<file path="src/hdl/mksd_pkg.sv">
// Shared types and constants for the key matrix scanner.
`timescale 1ns / 1ps

package mksd_pkg;

	localparam int NUM_ROWS  = 4;
	localparam int NUM_COLS  = 4;
	localparam int NUM_KEYS  = NUM_ROWS * NUM_COLS;
	localparam int ROW_W     = 2;
	localparam int HIST_W    = 4;
	localparam int CODE_W    = 8;
	localparam int CFG_W     = 32;
	localparam int CFG_IDX_W = 2;

	localparam logic [HIST_W-1:0] HIST_ALL_LOW  = 4'h0;
	localparam logic [HIST_W-1:0] HIST_ALL_HIGH = 4'hF;

	// Configuration register indexes.
	typedef enum logic [CFG_IDX_W-1:0] {
		REG_KEYMAP_ROW0 = 2'd0,
		REG_KEYMAP_ROW1 = 2'd1,
		REG_KEYMAP_ROW2 = 2'd2,
		REG_KEYMAP_ROW3 = 2'd3
	} reg_idx_t;

	localparam logic [CFG_W-1:0] KEYMAP_ROW0_RST = 32'h2633_3231;
	localparam logic [CFG_W-1:0] KEYMAP_ROW1_RST = 32'h2536_3534;
	localparam logic [CFG_W-1:0] KEYMAP_ROW2_RST = 32'h2839_3837;
	localparam logic [CFG_W-1:0] KEYMAP_ROW3_RST = 32'h270D_1B30;

	// Outcome of one scan tick, handed from the scan core to the emitter.
	typedef struct packed {
		logic [NUM_COLS-1:0]             press;
		logic [NUM_COLS-1:0][CODE_W-1:0] codes;
		logic [NUM_ROWS-1:0]             drive;
	} tick_t;

endpackage

</file>
<file path="src/hdl/mksd_if.sv">
// Channel interfaces for scan ticks and key results.
`timescale 1ns / 1ps

interface mksd_scan_if;
	logic       valid;
	logic       ready;
	logic [3:0] column_sense;

	modport source (output valid, output column_sense, input ready);
	modport sink   (input valid, input column_sense, output ready);
endinterface

interface mksd_key_if;
	logic       valid;
	logic       ready;
	logic [3:0] row_drive;
	logic       key_valid;
	logic [7:0] key_code;
	logic       last;

	modport source (output valid, output row_drive, output key_valid, output key_code,
		output last, input ready);
	modport sink   (input valid, input row_drive, input key_valid, input key_code,
		input last, output ready);
endinterface

</file>
<file path="src/hdl/mksd_core.sv">
// Debounce state, key map registers and press detection for one scan tick.
`timescale 1ns / 1ps

module mksd_core
	import mksd_pkg::*;
(
	input  logic                 clk,
	input  logic                 arst_n,
	input  logic                 cfg_we,
	input  logic [CFG_IDX_W-1:0] cfg_index,
	input  logic [CFG_W-1:0]     cfg_data,
	input  logic                 accept,
	input  logic [NUM_COLS-1:0]  column_sense,
	output tick_t                tick
);

	logic [HIST_W-1:0]   hist_q [NUM_KEYS];
	logic [HIST_W-1:0]   hist_nx [NUM_KEYS];
	logic [NUM_KEYS-1:0] level_q;
	logic [NUM_KEYS-1:0] press_all;
	logic [ROW_W-1:0]    row_q;
	logic [ROW_W-1:0]    row_nx;
	logic [CFG_W-1:0]    keymap_q [NUM_ROWS];

	always_ff @(posedge clk or negedge arst_n) begin
		if (!arst_n) begin
			keymap_q[0] <= KEYMAP_ROW0_RST;
			keymap_q[1] <= KEYMAP_ROW1_RST;
			keymap_q[2] <= KEYMAP_ROW2_RST;
			keymap_q[3] <= KEYMAP_ROW3_RST;
		end else if (cfg_we) begin
			unique case (reg_idx_t'(cfg_index))
				REG_KEYMAP_ROW0: keymap_q[0] <= cfg_data;
				REG_KEYMAP_ROW1: keymap_q[1] <= cfg_data;
				REG_KEYMAP_ROW2: keymap_q[2] <= cfg_data;
				REG_KEYMAP_ROW3: keymap_q[3] <= cfg_data;
				default: ;
			endcase
		end
	end

	// Every key computes its candidate history; only the driven row commits it.
	for (genvar k = 0; k < NUM_KEYS; k++) begin : g_key
		localparam logic [ROW_W-1:0] KROW = ROW_W'(k / NUM_COLS);
		localparam int               KCOL = k % NUM_COLS;

		assign hist_nx[k]   = {hist_q[k][HIST_W-2:0], column_sense[KCOL]};
		assign press_all[k] = (hist_nx[k] == HIST_ALL_LOW) && level_q[k];

		always_ff @(posedge clk or negedge arst_n) begin
			if (!arst_n) begin
				hist_q[k]  <= HIST_ALL_HIGH;
				level_q[k] <= 1'b1;
			end else if (accept && (row_q == KROW)) begin
				hist_q[k] <= hist_nx[k];
				if (hist_nx[k] == HIST_ALL_LOW) begin
					level_q[k] <= 1'b0;
				end else if (hist_nx[k] == HIST_ALL_HIGH) begin
					level_q[k] <= 1'b1;
				end
			end
		end
	end

	always_ff @(posedge clk or negedge arst_n) begin
		if (!arst_n) begin
			row_q <= '0;
		end else if (accept) begin
			row_q <= row_nx;
		end
	end

	assign row_nx = row_q + ROW_W'(1);

	always_comb begin
		tick.press = press_all[row_q*NUM_COLS +: NUM_COLS];
		for (int c = 0; c < NUM_COLS; c++) begin
			tick.codes[c] = keymap_q[row_q][c*CODE_W +: CODE_W];
		end
		tick.drive = ~(NUM_ROWS'(1) << row_nx);
	end

endmodule

</file>
<file path="src/hdl/mksd_emit.sv">
// Tick buffer and output register that hand out one key word per cycle while the receiver is ready.
`timescale 1ns / 1ps

module mksd_emit
	import mksd_pkg::*;
(
	input  logic              clk,
	input  logic              arst_n,
	input  logic              accept,
	input  tick_t             tick,
	output logic              can_take,
	mksd_key_if.source        key
);

	logic                            buf_valid_q;
	logic [NUM_COLS-1:0]             buf_press_q;
	logic [NUM_COLS-1:0][CODE_W-1:0] buf_codes_q;
	logic [NUM_ROWS-1:0]             buf_drive_q;

	logic                 out_valid_q;
	logic [NUM_ROWS-1:0]  row_drive_q;
	logic                 key_valid_q;
	logic [CODE_W-1:0]    key_code_q;
	logic                 last_q;

	logic                 load_out;
	logic                 take;
	logic [ROW_W-1:0]     sel;
	logic [NUM_COLS-1:0]  remain;
	logic                 is_last;

	assign load_out = !out_valid_q || key.ready;
	assign take     = buf_valid_q && load_out;
	assign remain   = buf_press_q & (buf_press_q - NUM_COLS'(1));
	assign is_last  = (remain == '0);
	assign can_take = !buf_valid_q || (take && is_last);

	// Lowest pending column goes first.
	always_comb begin
		sel = '0;
		for (int c = NUM_COLS - 1; c >= 0; c--) begin
			if (buf_press_q[c]) begin
				sel = ROW_W'(c);
			end
		end
	end

	always_ff @(posedge clk or negedge arst_n) begin
		if (!arst_n) begin
			buf_valid_q <= 1'b0;
		end else if (accept) begin
			buf_valid_q <= 1'b1;
		end else if (take && is_last) begin
			buf_valid_q <= 1'b0;
		end
	end

	always_ff @(posedge clk) begin
		if (accept) begin
			buf_press_q <= tick.press;
			buf_codes_q <= tick.codes;
			buf_drive_q <= tick.drive;
		end else if (take) begin
			buf_press_q <= remain;
		end
	end

	always_ff @(posedge clk or negedge arst_n) begin
		if (!arst_n) begin
			out_valid_q <= 1'b0;
		end else if (load_out) begin
			out_valid_q <= take;
		end
	end

	always_ff @(posedge clk) begin
		if (take) begin
			row_drive_q <= buf_drive_q;
			key_valid_q <= (buf_press_q != '0);
			key_code_q  <= (buf_press_q != '0) ? buf_codes_q[sel] : '0;
			last_q      <= is_last;
		end
	end

	assign key.valid     = out_valid_q;
	assign key.row_drive = row_drive_q;
	assign key.key_valid = key_valid_q;
	assign key.key_code  = key_code_q;
	assign key.last      = last_q;

`ifndef SYNTHESIS
	a_accept_when_free: assert property (@(posedge clk) disable iff (!arst_n)
		accept |-> (!buf_valid_q || (take && is_last)))
		else $error("tick accepted over a buffered tick that is not finishing");

	a_buffer_holds: assert property (@(posedge clk) disable iff (!arst_n)
		(take && !is_last) |=> buf_valid_q)
		else $error("tick buffer dropped before its last word");

	a_idle_word_last: assert property (@(posedge clk) disable iff (!arst_n)
		(out_valid_q && !key_valid_q) |-> (last_q && (key_code_q == '0)))
		else $error("word without a press must be last with a zero code");

	a_press_cleared: assert property (@(posedge clk) disable iff (!arst_n)
		(take && !accept) |=> (buf_press_q == $past(remain)))
		else $error("emitted column not cleared from the tick buffer");
`endif

endmodule

</file>
<file path="src/hdl/matrix_keypad_scan_debounce_top.sv">
// Top level of the 4x4 key matrix scanner with debouncing.
`timescale 1ns / 1ps

// Each scan word carries the column levels of the row currently driven. The
// levels enter four-sample histories; a key turns pressed after four low
// samples and released after four high ones. A tick yields one key word per
// newly pressed key, lowest column first, or a single word with key_valid low
// when nothing was pressed; every word carries the drive for the next row and
// last marks the final word of the tick. The result path hands out one word
// per cycle while key is ready, so a tick has at most four words. A new scan
// word is taken while the tick buffer is empty or in the cycle it hands out
// its final word, so ticks without presses flow at one per cycle while key is
// ready. Key map registers may be written at any time the block is idle.
module matrix_keypad_scan_debounce_top
	import mksd_pkg::*;
(
	input  logic                 clk,
	input  logic                 arst_n,
	input  logic                 cfg_we,
	input  logic [CFG_IDX_W-1:0] cfg_index,
	input  logic [CFG_W-1:0]     cfg_data,
	mksd_scan_if.sink            scan,
	mksd_key_if.source           key
);

	logic  accept;
	logic  can_take;
	tick_t tick;

	assign scan.ready = can_take;
	assign accept     = scan.valid && can_take;

	mksd_core u_core (
		.clk          (clk),
		.arst_n       (arst_n),
		.cfg_we       (cfg_we),
		.cfg_index    (cfg_index),
		.cfg_data     (cfg_data),
		.accept       (accept),
		.column_sense (scan.column_sense),
		.tick         (tick)
	);

	mksd_emit u_emit (
		.clk      (clk),
		.arst_n   (arst_n),
		.accept   (accept),
		.tick     (tick),
		.can_take (can_take),
		.key      (key)
	);

endmodule
</file>
<file path="src/flat_wrapper.sv">
// flat-port wrapper written by rule: the top's interface ports become plain ports
module matrix_keypad_scan_debounce_top_flat import mksd_pkg::*;
  (clk, arst_n, cfg_we, cfg_index, cfg_data, scan_valid, scan_column_sense, scan_ready, key_valid, key_row_drive, key_key_valid, key_key_code, key_last, key_ready);
  mksd_scan_if scan_i ();
  mksd_key_if key_i ();
  input  logic clk;
  input  logic arst_n;
  input  logic cfg_we;
  input  logic [CFG_IDX_W-1:0] cfg_index;
  input  logic [CFG_W-1:0] cfg_data;
  input wire logic [$bits(scan_i.valid)-1:0] scan_valid;
  input wire logic [$bits(scan_i.column_sense)-1:0] scan_column_sense;
  output wire logic [$bits(scan_i.ready)-1:0] scan_ready;
  output wire logic [$bits(key_i.valid)-1:0] key_valid;
  output wire logic [$bits(key_i.row_drive)-1:0] key_row_drive;
  output wire logic [$bits(key_i.key_valid)-1:0] key_key_valid;
  output wire logic [$bits(key_i.key_code)-1:0] key_key_code;
  output wire logic [$bits(key_i.last)-1:0] key_last;
  input wire logic [$bits(key_i.ready)-1:0] key_ready;
  assign scan_i.valid = scan_valid;
  assign scan_i.column_sense = scan_column_sense;
  assign scan_ready = scan_i.ready;
  assign key_valid = key_i.valid;
  assign key_row_drive = key_i.row_drive;
  assign key_key_valid = key_i.key_valid;
  assign key_key_code = key_i.key_code;
  assign key_last = key_i.last;
  assign key_i.ready = key_ready;
  matrix_keypad_scan_debounce_top u_core (.clk(clk), .arst_n(arst_n), .cfg_we(cfg_we), .cfg_index(cfg_index), .cfg_data(cfg_data), .scan(scan_i), .key(key_i));
endmodule
</file>
<file path="config.mk">
export PLATFORM = sky130hd
export DESIGN_NAME = matrix_keypad_scan_debounce_top_flat
export DESIGN_NICKNAME = d
export VERILOG_FILES = /design/src/hdl/mksd_pkg.sv /design/src/hdl/mksd_if.sv /design/src/hdl/mksd_core.sv /design/src/hdl/mksd_emit.sv /design/src/hdl/matrix_keypad_scan_debounce_top.sv /design/src/flat_wrapper.sv
export SDC_FILE = /design/constraint.sdc
export NUM_CORES = 1
export LEC_CHECK = 0
export ABC_AREA = 1
export BUFFER_PORTS_ARGS = -buffer_cell sky130_fd_sc_hd__buf_2
export CORE_ASPECT_RATIO = 1.5
export CORE_MARGIN = 3
export CORE_UTILIZATION = 49
export CTS_CLUSTER_SIZE = 12
export DETAILED_ROUTE_END_ITERATION = 10
export PLACE_DENSITY = 0.71
export SETUP_SLACK_MARGIN = 0.1
export SYNTH_ARGS = -nofsm -noshare
export SYNTH_HDL_FRONTEND = slang
export SYNTH_SLANG_ARGS = --single-unit
export TNS_END_PERCENT = 100
</file>
<file path="constraint.sdc">
create_clock -name clk -period 3 [get_ports clk]
set_clock_uncertainty 0.15 [all_clocks]
set_input_delay 0.6 -clock clk [delete_from_list [all_inputs] [get_ports clk]]
set_output_delay 0.6 -clock clk [all_outputs]
set_load 0.01 [all_outputs]
</file>
# --- Word-level counts from Yosys, hierarchy flattened ---
# Index checks and enable logic that the tools add are counted.
word_totals:
  register_bits: 250
  output_inout_bits: 16
  elab_cells: 210
classes:
  addsub: 2
  magnitude_cmp: 2
  eq_ne: 22
  shifts: 2
  mux: 45
  bitwise_logic: 3
  reduce_logical: 85
op_table:
  columns: ["cell", "count"]
  rows:
  - ["$logic_not A4 Y1", 17]
  - ["$bmux W32 S2", 1]
  - ["$eq A4 B4 Y1 const B", 16]
  - ["$mux W32", 2]
  - ["$reduce_and A2 Y1", 20]
  - ["$reduce_bool A2 Y1", 18]
  - ["$mux W1", 34]
  - ["$logic_and A1 B1 Y1", 23]
  - ["$bmux W8 S2", 1]
  - ["$shiftx A16 B5 Y4", 1]
  - ["$eq A2 B2 Y1 const B", 4]
  - ["$mux W2", 4]
  - ["$mux W4", 2]
  - ["$mux W8", 1]
  - ["$and A4 B4 Y4", 1]
  - ["$eq A2 B1 Y1 const B", 2]
  - ["$logic_not A2 Y1", 2]
  - ["$not A4 Y4", 1]
  - ["$reduce_bool A4 Y1", 1]
  - ["$shl A1 B2 Y4 const A", 1]
  - ["$sub A4 B1 Y4 const B", 1]
  - ["$ge A3 B3 Y1 const B", 1]
  - ["$lt A2 B3 Y1 const B", 1]
  - ["$not A2 Y3", 1]
  - ["3 further kinds", 5]

# --- Depth between registers and ports, before layout ---
# Gate-level depths: netlist of run 1.
depth:
  ltp_word: 8
  ltp_mapped: 10
  depth_no_buf: 9

# --- Modules after synthesis ---
# Synthesis of run 1 repeated with hierarchy kept, for this count alone.
unflattened:
  cells_unflattened: 1240
  area_unflattened_um2: 11135.7
by_module_without_submodules:
  columns: ["mod", "n_inst", "cells_per_inst", "area_per_inst_um2"]
  rows:
  - ["mksd_core", 1, 1062, 8876.0]
  - ["mksd_emit", 1, 176, 2252.2]
  - ["matrix_keypad_scan_debounce_top", 1, 2, 7.5]

# --- Worst setup path before layout of run 1 ---
# OpenSTA, ideal clock, no wires.
synth_timing:
  kind: "input to register"
  startpoint: "in key_ready"
  endpoint: "reg u_core.u_emit.buf_codes_q[0] (netlist bit) (enable)"
  arrival_time_ns: 1.547
  t_required_ns: 2.473
  path_slack_ns: 0.926
  stages: 7
  path_cell_list: "inv_1 nand2_1 nand3_2 nand2_4 buf_6 nand2_4 inv_2"
synth_via:
  elab_chain_len: 5
synth_lines:
  columns: ["element", "line_no", "source"]
  rows:
  - ["from (decl)", "flat_wrapper.sv:19", "input wire logic [$bits(key_i.ready)-1:0] key_ready;"]
  - ["$logic_or A1 B1 Y1", "mksd_emit.sv:32", "assign load_out = !out_valid_q || key.ready;"]
  - ["$logic_and A1 B1 Y1", "mksd_emit.sv:33", "assign take = buf_valid_q && load_out;"]
  - ["$logic_and A1 B1 Y1", "mksd_emit.sv:36", "assign can_take = !buf_valid_q || (take && is_last);"]
  - ["$logic_or A1 B1 Y1", "mksd_emit.sv:36", null]
  - ["$logic_and A1 B1 Y1", "matrix_keypad_scan_debounce_top.sv:31", "assign accept = scan.valid && can_take;"]
  - ["via u_core.accept", "matrix_keypad_scan_debounce_top.sv:26", "logic accept;"]
  - ["to (signal assigned)", "mksd_emit.sv:61", "buf_codes_q <= tick.codes;"]
  - ["to (decl)", "mksd_emit.sv:17", "logic [NUM_COLS-1:0][CODE_W-1:0] buf_codes_q;"]
# The timed path passes the listed nets, and every way through them passes these cells.
# A chain may end at the register's enable or synchronous reset.

# --- Worst setup path in the final report of run 1 ---
layout_timing:
  startpoint: "reg u_core.u_emit.buf_press_q[0]"
  endpoint: "out scan_ready"
layout_via:
  elab_chain_len: 5
layout_lines:
  columns: ["element", "line_no", "source"]
  rows:
  - ["from (decl)", "mksd_emit.sv:16", "logic [NUM_COLS-1:0] buf_press_q;"]
  - ["from (signal assigned)", "mksd_emit.sv:60", "buf_press_q <= tick.press;"]
  - ["from (signal assigned)", "mksd_emit.sv:64", "buf_press_q <= remain;"]
  - ["$sub A4 B1 Y4", "mksd_emit.sv:34", "assign remain = buf_press_q & (buf_press_q - NUM_COLS'(1));"]
  - ["$and A4 B4 Y4 *", "mksd_emit.sv:34", null]
  - ["$logic_not A4 Y1 *", "mksd_emit.sv:35", "assign is_last = (remain == '0);"]
  - ["$logic_and A1 B1 Y1 *", "mksd_emit.sv:36", null]
  - ["$logic_or A1 B1 Y1 *", "mksd_emit.sv:36", null]
  - ["to (decl)", "flat_wrapper.sv:13", "output wire logic [$bits(scan_i.ready)-1:0] scan_ready;"]
# Every way passes the cells marked *; elsewhere a longest branch is shown, timed or not.

==> flow_summary.toml, run 1 <==
[run_status]
outcome = "finished clean"

[grt]
grt_pass1_wl_um = 40100
track_usage = 0.204
antenna_found_initial = 0
grt_pass1_vias = 7997
grt_max_degree = 94
overflow = 0

[cts]
cts_max_path_buffers = 3
clock_sinks = 250
h-tree-depth = 1
post_cts_resized = 0
clk_pin_slew_ns = 0.06
clock_latency_ns = 0.52
numCtsBuffers = 25
tritoncts = "built"
cts-root-buf = "clkbuf_16"

[worst_setup_path]
critical_path_class = "flip-flop to output pin"
crit_chain = "nor2_2, nor2_1, nor2_1, nand3_2, nand2_4, buf_2"
cp-start-kind = "flip-flop"
r2r_start = "u_core.u_emit.buf_press_q[0]"
cp-end-kind = "output pin"
ff2ff_path_depth = 9
cp.arrival_ns = 1.83
worst-path-max-fanout = 23
worstReg2RegEnd = "u_core.u_core.level_q[5]"
cp.required_ns = 2.25
crit_start = "u_core.u_emit.buf_press_q[0]"
slowest_delay_ns = 0.42
crit_slowest_cell = "edfxtp_1"
worstSetupEndpoint = "scan_ready"
reg2reg_slack_ns = 0.78
cpMostUsedCell = "nor2_1"

[cells_and_area]
finalCoreUtilization = 0.560
diodes = 0
nets = 1287
multi_input_area_um2 = 3580
design_area_um2 = 12200
fill_cells = 1984
mostFrequentLayoutCell = "nand2_1"
areaGrowthSynthToFinish_pct = 11.9
regArea_um2 = 6680
drive_gt1_frac = 0.189
final_cell_mix = "nand2_1, o21ai_0, dfstp_2, inv_1, nor2_1"

[place]
post-dp-hpwl_um = 15500
io_buffers = 58
pre_cts_ws_ns = 0.759
placed_area_um2 = 11500
gp_congestion = 0.844

[floorplan]
rows = 66
start_util = 0.501
core_area_um2 = 21800
die_w_um = 128
dieArea_um2 = 24100
die_h_um = 189
ioPinCount = 59

[timing]
min_period_ns = 2.58
fmax_mhz = 388
slew_headroom = 0.449
rsz0062_at_grt = "false"
hold_viol = 0
setup_violations = 0
max_slew.worst_pin.slew_ns = 0.824
layout_setup_ws_ns = 0.420
maxSlewViolCount = 0
setup_tns_ns = 0
post-route-period-util = 0.860

[hold_path]
hold_class = "input port to flip-flop"
hold_path_depth = 3

[logic_synthesis]
yosys-top-cells-area = "dfstp_2, dfrtp_1, edfxtp_1"
netlist-cell-type-count = 25
synth_area_per_cell_um2 = 9.12
synth_top_area_frac = 0.284
syn_area_um2 = 10900
ys_seq_area_frac = 0.611
synth.largest_area_cell = "dfstp_2"
synthCells = 1197
synth-seq-cells = 250
ys_warn_count = 0
synth_fp_nets = 1246

[route]
routedWlPerCell_um = 15.9
drtIter0Drc = 587
routed-via-count = 8221
vias_per_cell = 5.38
wl_um = 24300
antenna_left = 0
drcViolationCount = 0
drt_first_pass_iters = 5

[pwr]
p_leak_nw = 5.53
p_per_area_nw_per_um2 = 952
ir_worst_vdd_mv = 0.533

[job]
cap_viol_max_count = 0
==> final cells by class <==
cell class                      count  area share
Multi-Input combinational cell    777       0.293
Clock inverter                      2     0.00113
Clock buffer                       44      0.0587
Tap cell                          272      0.0279
Inverter                          106      0.0326
Timing Repair Buffer               78      0.0398
Sequential cell                   250       0.546
==> routing by layer <==
metal  share of wire  wire length, µm  track usage  vias up
met1            0.42            10300        0.265     3909
met5               0                0            0        -
met2            0.49            12000        0.347      206
met4           0.041              992       0.0842        0
met3           0.043             1060       0.0216       59
li1                -                -            -     4047
==> registers in the layout, summed over array words and instances (netlist names) <==
register	flops
u_core.u_emit.buf_press_q	4
u_core.u_core.keymap_q	128
u_core.u_emit.key.last	1
u_core.u_core.level_q	16
u_core.u_emit.buf_valid_q	1
u_core.u_emit.key.key_code	8
u_core.u_emit.buf_drive_q	4
u_core.u_emit.buf_codes_q	32
u_core.u_core.hist_nx	48
u_core.u_core.row_q	2
u_core.u_emit.key.valid	1
u_core.u_emit.key.key_valid	1
u_core.u_emit.key.row_drive	4
==> Yosys cell counts (all sizes together) <==
cell and instances:
nand2 326, inv 106, clkbuf 41, nor3 1, dfstp 118, o21ai 236, ha 6, buf 23
a21oi 17, nor2 85, o22ai 40, nand3 25, edfxtp 54, nand4 32, dfrtp 78, xor2 1
o211ai 8
==> power by group <==
part | switching (mW) | internal, mW
Combinational | 2.29 | 1.09
Sequential | 0.527 | 4.88
Clock | 1.22 | 1.61
==> worst min path at each step <==
| stage | endpoint | startpoint |
|---|---|---|
| detailed placement | u_core.u_emit.key.row_drive[2] | u_core.u_emit.buf_drive_q[2] |
| global route | u_core.u_core.keymap_q[85] | cfg_data[21] |
| floorplan | u_core.u_core.keymap_q[0] | arst_n |
| global placement | u_core.u_emit.key.row_drive[3] | u_core.u_emit.buf_drive_q[3] |
| finish | u_core.u_core.keymap_q[24] | cfg_data[24] |
| CTS | u_core.u_core.keymap_q[24] | cfg_data[24] |
==> metrics by stage <==
| step | instances | hold WS [ns] | power, mW |
|---|---|---|---|
| floorplan | 1197 | 0.154 | 7.70 |
| global placement | 1482 | 0.255 | 8.76 |
| detailed placement | 1482 | 0.260 | 8.86 |
| CTS | 1529 | 0.198 | 11.7 |
| global route | 1529 | 0.220 | 12.4 |
| finish | 1529 | 0.209 | 11.6 |
==> worst max-delay path: cells and delay by family, from the launching register on <==
kind	cells	cell delay, ns
and+or+nand+nor	5	0.68
DFF	1	0.42
buffers and inverters	1	0.19
==> repair_timing <==
action,CTS,global route
buffers inserted,0,0
hold buffers,1,0
hold endpoints to repair,3,0
==> kinds of logic (layout without fill, tap and decap cells) <==
| family | after synthesis | in the layout | share of synthesized area |
|---|---|---|---|
| AND/OR/NAND/NOR | 469 | 469 | 0.174 |
| AO/OA/AOI/OAI | 301 | 301 | 0.144 |
| flip-flops | 250 | 250 | 0.611 |
| buffers and inverters | 170 | 230 | 0.0625 |
| adder cells (fa/ha/maj) | 6 | 6 | 0.00688 |
| XOR/XNOR | 1 | 1 | 0.000802 |
Power figures use the tool's default switching activity.
==> run 2: changes to the inputs <==
--- a/config.mk
+++ b/config.mk
@@ -13,6 +13,7 @@
 export CTS_CLUSTER_SIZE = 12
 export DETAILED_ROUTE_END_ITERATION = 10
 export PLACE_DENSITY = 0.71
+export RECOVER_POWER = 50
 export SETUP_SLACK_MARGIN = 0.1
 export SYNTH_ARGS = -nofsm -noshare
 export SYNTH_HDL_FRONTEND = slang
==> run 2 against run 1 <==
  * Cell area down 0.40%
  * Setup slack worse by 0.037 ns
  * Utilization down 0.22 points
  * Non-clock buffer count unchanged
  * First-iteration DRC count up 5.1%
  * Register-to-register slack worse by 0.03 ns
  * Combinational power about the same
  * Clock power about the same
  * Critical endpoint unchanged
==> flow_summary.toml, run 2 (synthesis results as in run 1) <==
[floorplan]
rows = 66
die_w_um = 128
core_area_um2 = 21800
dieArea_um2 = 24100
die_h_um = 189
start_util = 0.501
ioPinCount = 59

[route]
drcViolationCount = 0
antenna_left = 0
drtIter0Drc = 617
routed-via-count = 8252
vias_per_cell = 5.40
routedWlPerCell_um = 15.9
drt_first_pass_iters = 5
wl_um = 24300

[cells_and_area]
areaGrowthSynthToFinish_pct = 11.5
mostFrequentLayoutCell = "nand2_1"
multi_input_area_um2 = 3580
drive_gt1_frac = 0.185
regArea_um2 = 6680
nets = 1287
fill_cells = 1992
final_cell_mix = "nand2_1, o21ai_0, dfstp_2, inv_1, nor2_1"
top_register = "u_core.u_core.keymap_q"
largest_reg_flops = 128
diodes = 0

[cts]
clock_latency_ns = 0.52
tritoncts = "built"
cts_max_path_buffers = 3
cts-root-buf = "clkbuf_16"
numCtsBuffers = 25
h-tree-depth = 1
cts_setup_buffers = 0
clock_sinks = 250
clk_pin_slew_ns = 0.06

[worst_setup_path]
critical_path_class = "flip-flop to output pin"
worstReg2RegEnd = "u_core.u_core.level_q[5]"
cp-end-kind = "output pin"
ff2ff_path_depth = 9
crit_start = "u_core.u_emit.buf_press_q[0]"
cp.arrival_ns = 1.87
cp-start-kind = "flip-flop"
reg2reg_slack_ns = 0.75
cp.required_ns = 2.25
worstSetupEndpoint = "scan_ready"
r2r_start = "u_core.u_emit.buf_press_q[0]"
worst-path-max-fanout = 23

[place]
post-dp-hpwl_um = 15500
io_buffers = 58
pre_cts_ws_ns = 0.759
gp_congestion = 0.844

[timing]
rsz0062_at_grt = "false"
layout_setup_ws_ns = 0.383
hold_viol = 0
setup_violations = 0
hold_ws_ns = 0.209
fmax_mhz = 382
max_slew.worst_pin.slew_ns = 1.48
post-route-period-util = 0.872
slew_headroom = 0.0164
setup_tns_ns = 0
maxSlewViolCount = 0
min_period_ns = 2.62

[grt]
grt_pass1_vias = 7997
antenna_found_initial = 0
overflow = 0
grt_pass1_wl_um = 40100
grt_max_degree = 94
track_usage = 0.204

[hold_path]
worstHoldStart = "cfg_data[24]"
hold_class = "input port to flip-flop"

[pwr]
ir_worst_vdd_mv = 0.533
p_per_area_nw_per_um2 = 955
p_leak_nw = 5.50
finalPower_mw = 11.6

[run_status]
outcome = "finished clean"

[job]
cap_viol_max_count = 0
-- run 2: critical path, stage by stage, from the launching register on --
cell,delay (ns)
edfxtp_1,0.41
nor2_1,0.20
nor2_1,0.10
nor2_1,0.12
nand3_2,0.09
nand2_4,0.24
buf_2,0.19
-- run 2: how the worst min path moves through the flow --
stage,end,slack [ns],depth (start not counted)
global route,u_core.u_core.keymap_q[85],0.22,3
floorplan,u_core.u_core.keymap_q[0],0.15,0
global placement,u_core.u_emit.key.row_drive[3],0.25,0
detailed placement,u_core.u_emit.key.row_drive[2],0.26,0
finish,u_core.u_core.keymap_q[24],0.21,3
CTS,u_core.u_core.keymap_q[24],0.20,3
-- run 2: final cells by class --
class,instances,area share
sequential,250,0.549
multi-input combinational,777,0.294
clock buffer,44,0.0589
timing repair buffer,78,0.0366
inverter,106,0.0327
tap,272,0.0280
clock inverter,2,0.00113
-- run 2: metrics by stage --
stage,instance area [µm²],std cells,utilization
after floorplan,10900,1197,-
after global placement,11500,1482,0.526
after detailed placement,11500,1482,0.526
after CTS,12200,1529,0.560
after global routing,12200,1529,0.558
final,12200,1529,0.558
-- run 2: power breakdown --
part / internal (mW) / switching [mW]
Sequential: 4.88 / 0.526
Clock: 1.61 / 1.23
Combinational: 1.09 / 2.29
-- run 2: what timing repair did --
item,CTS,global route
gates resized for setup,0,0
hold buffers,1,0
hold endpoints to repair,3,0
-- run 2: layer usage --
metal | up-vias | GRT usage | part of all wire
met5 | - | 0 | 0
li1 | 4046 | - | -
met1 | 3934 | 0.265 | 0.42
met4 | 0 | 0.0842 | 0.039
met3 | 53 | 0.0216 | 0.043
met2 | 219 | 0.347 | 0.49
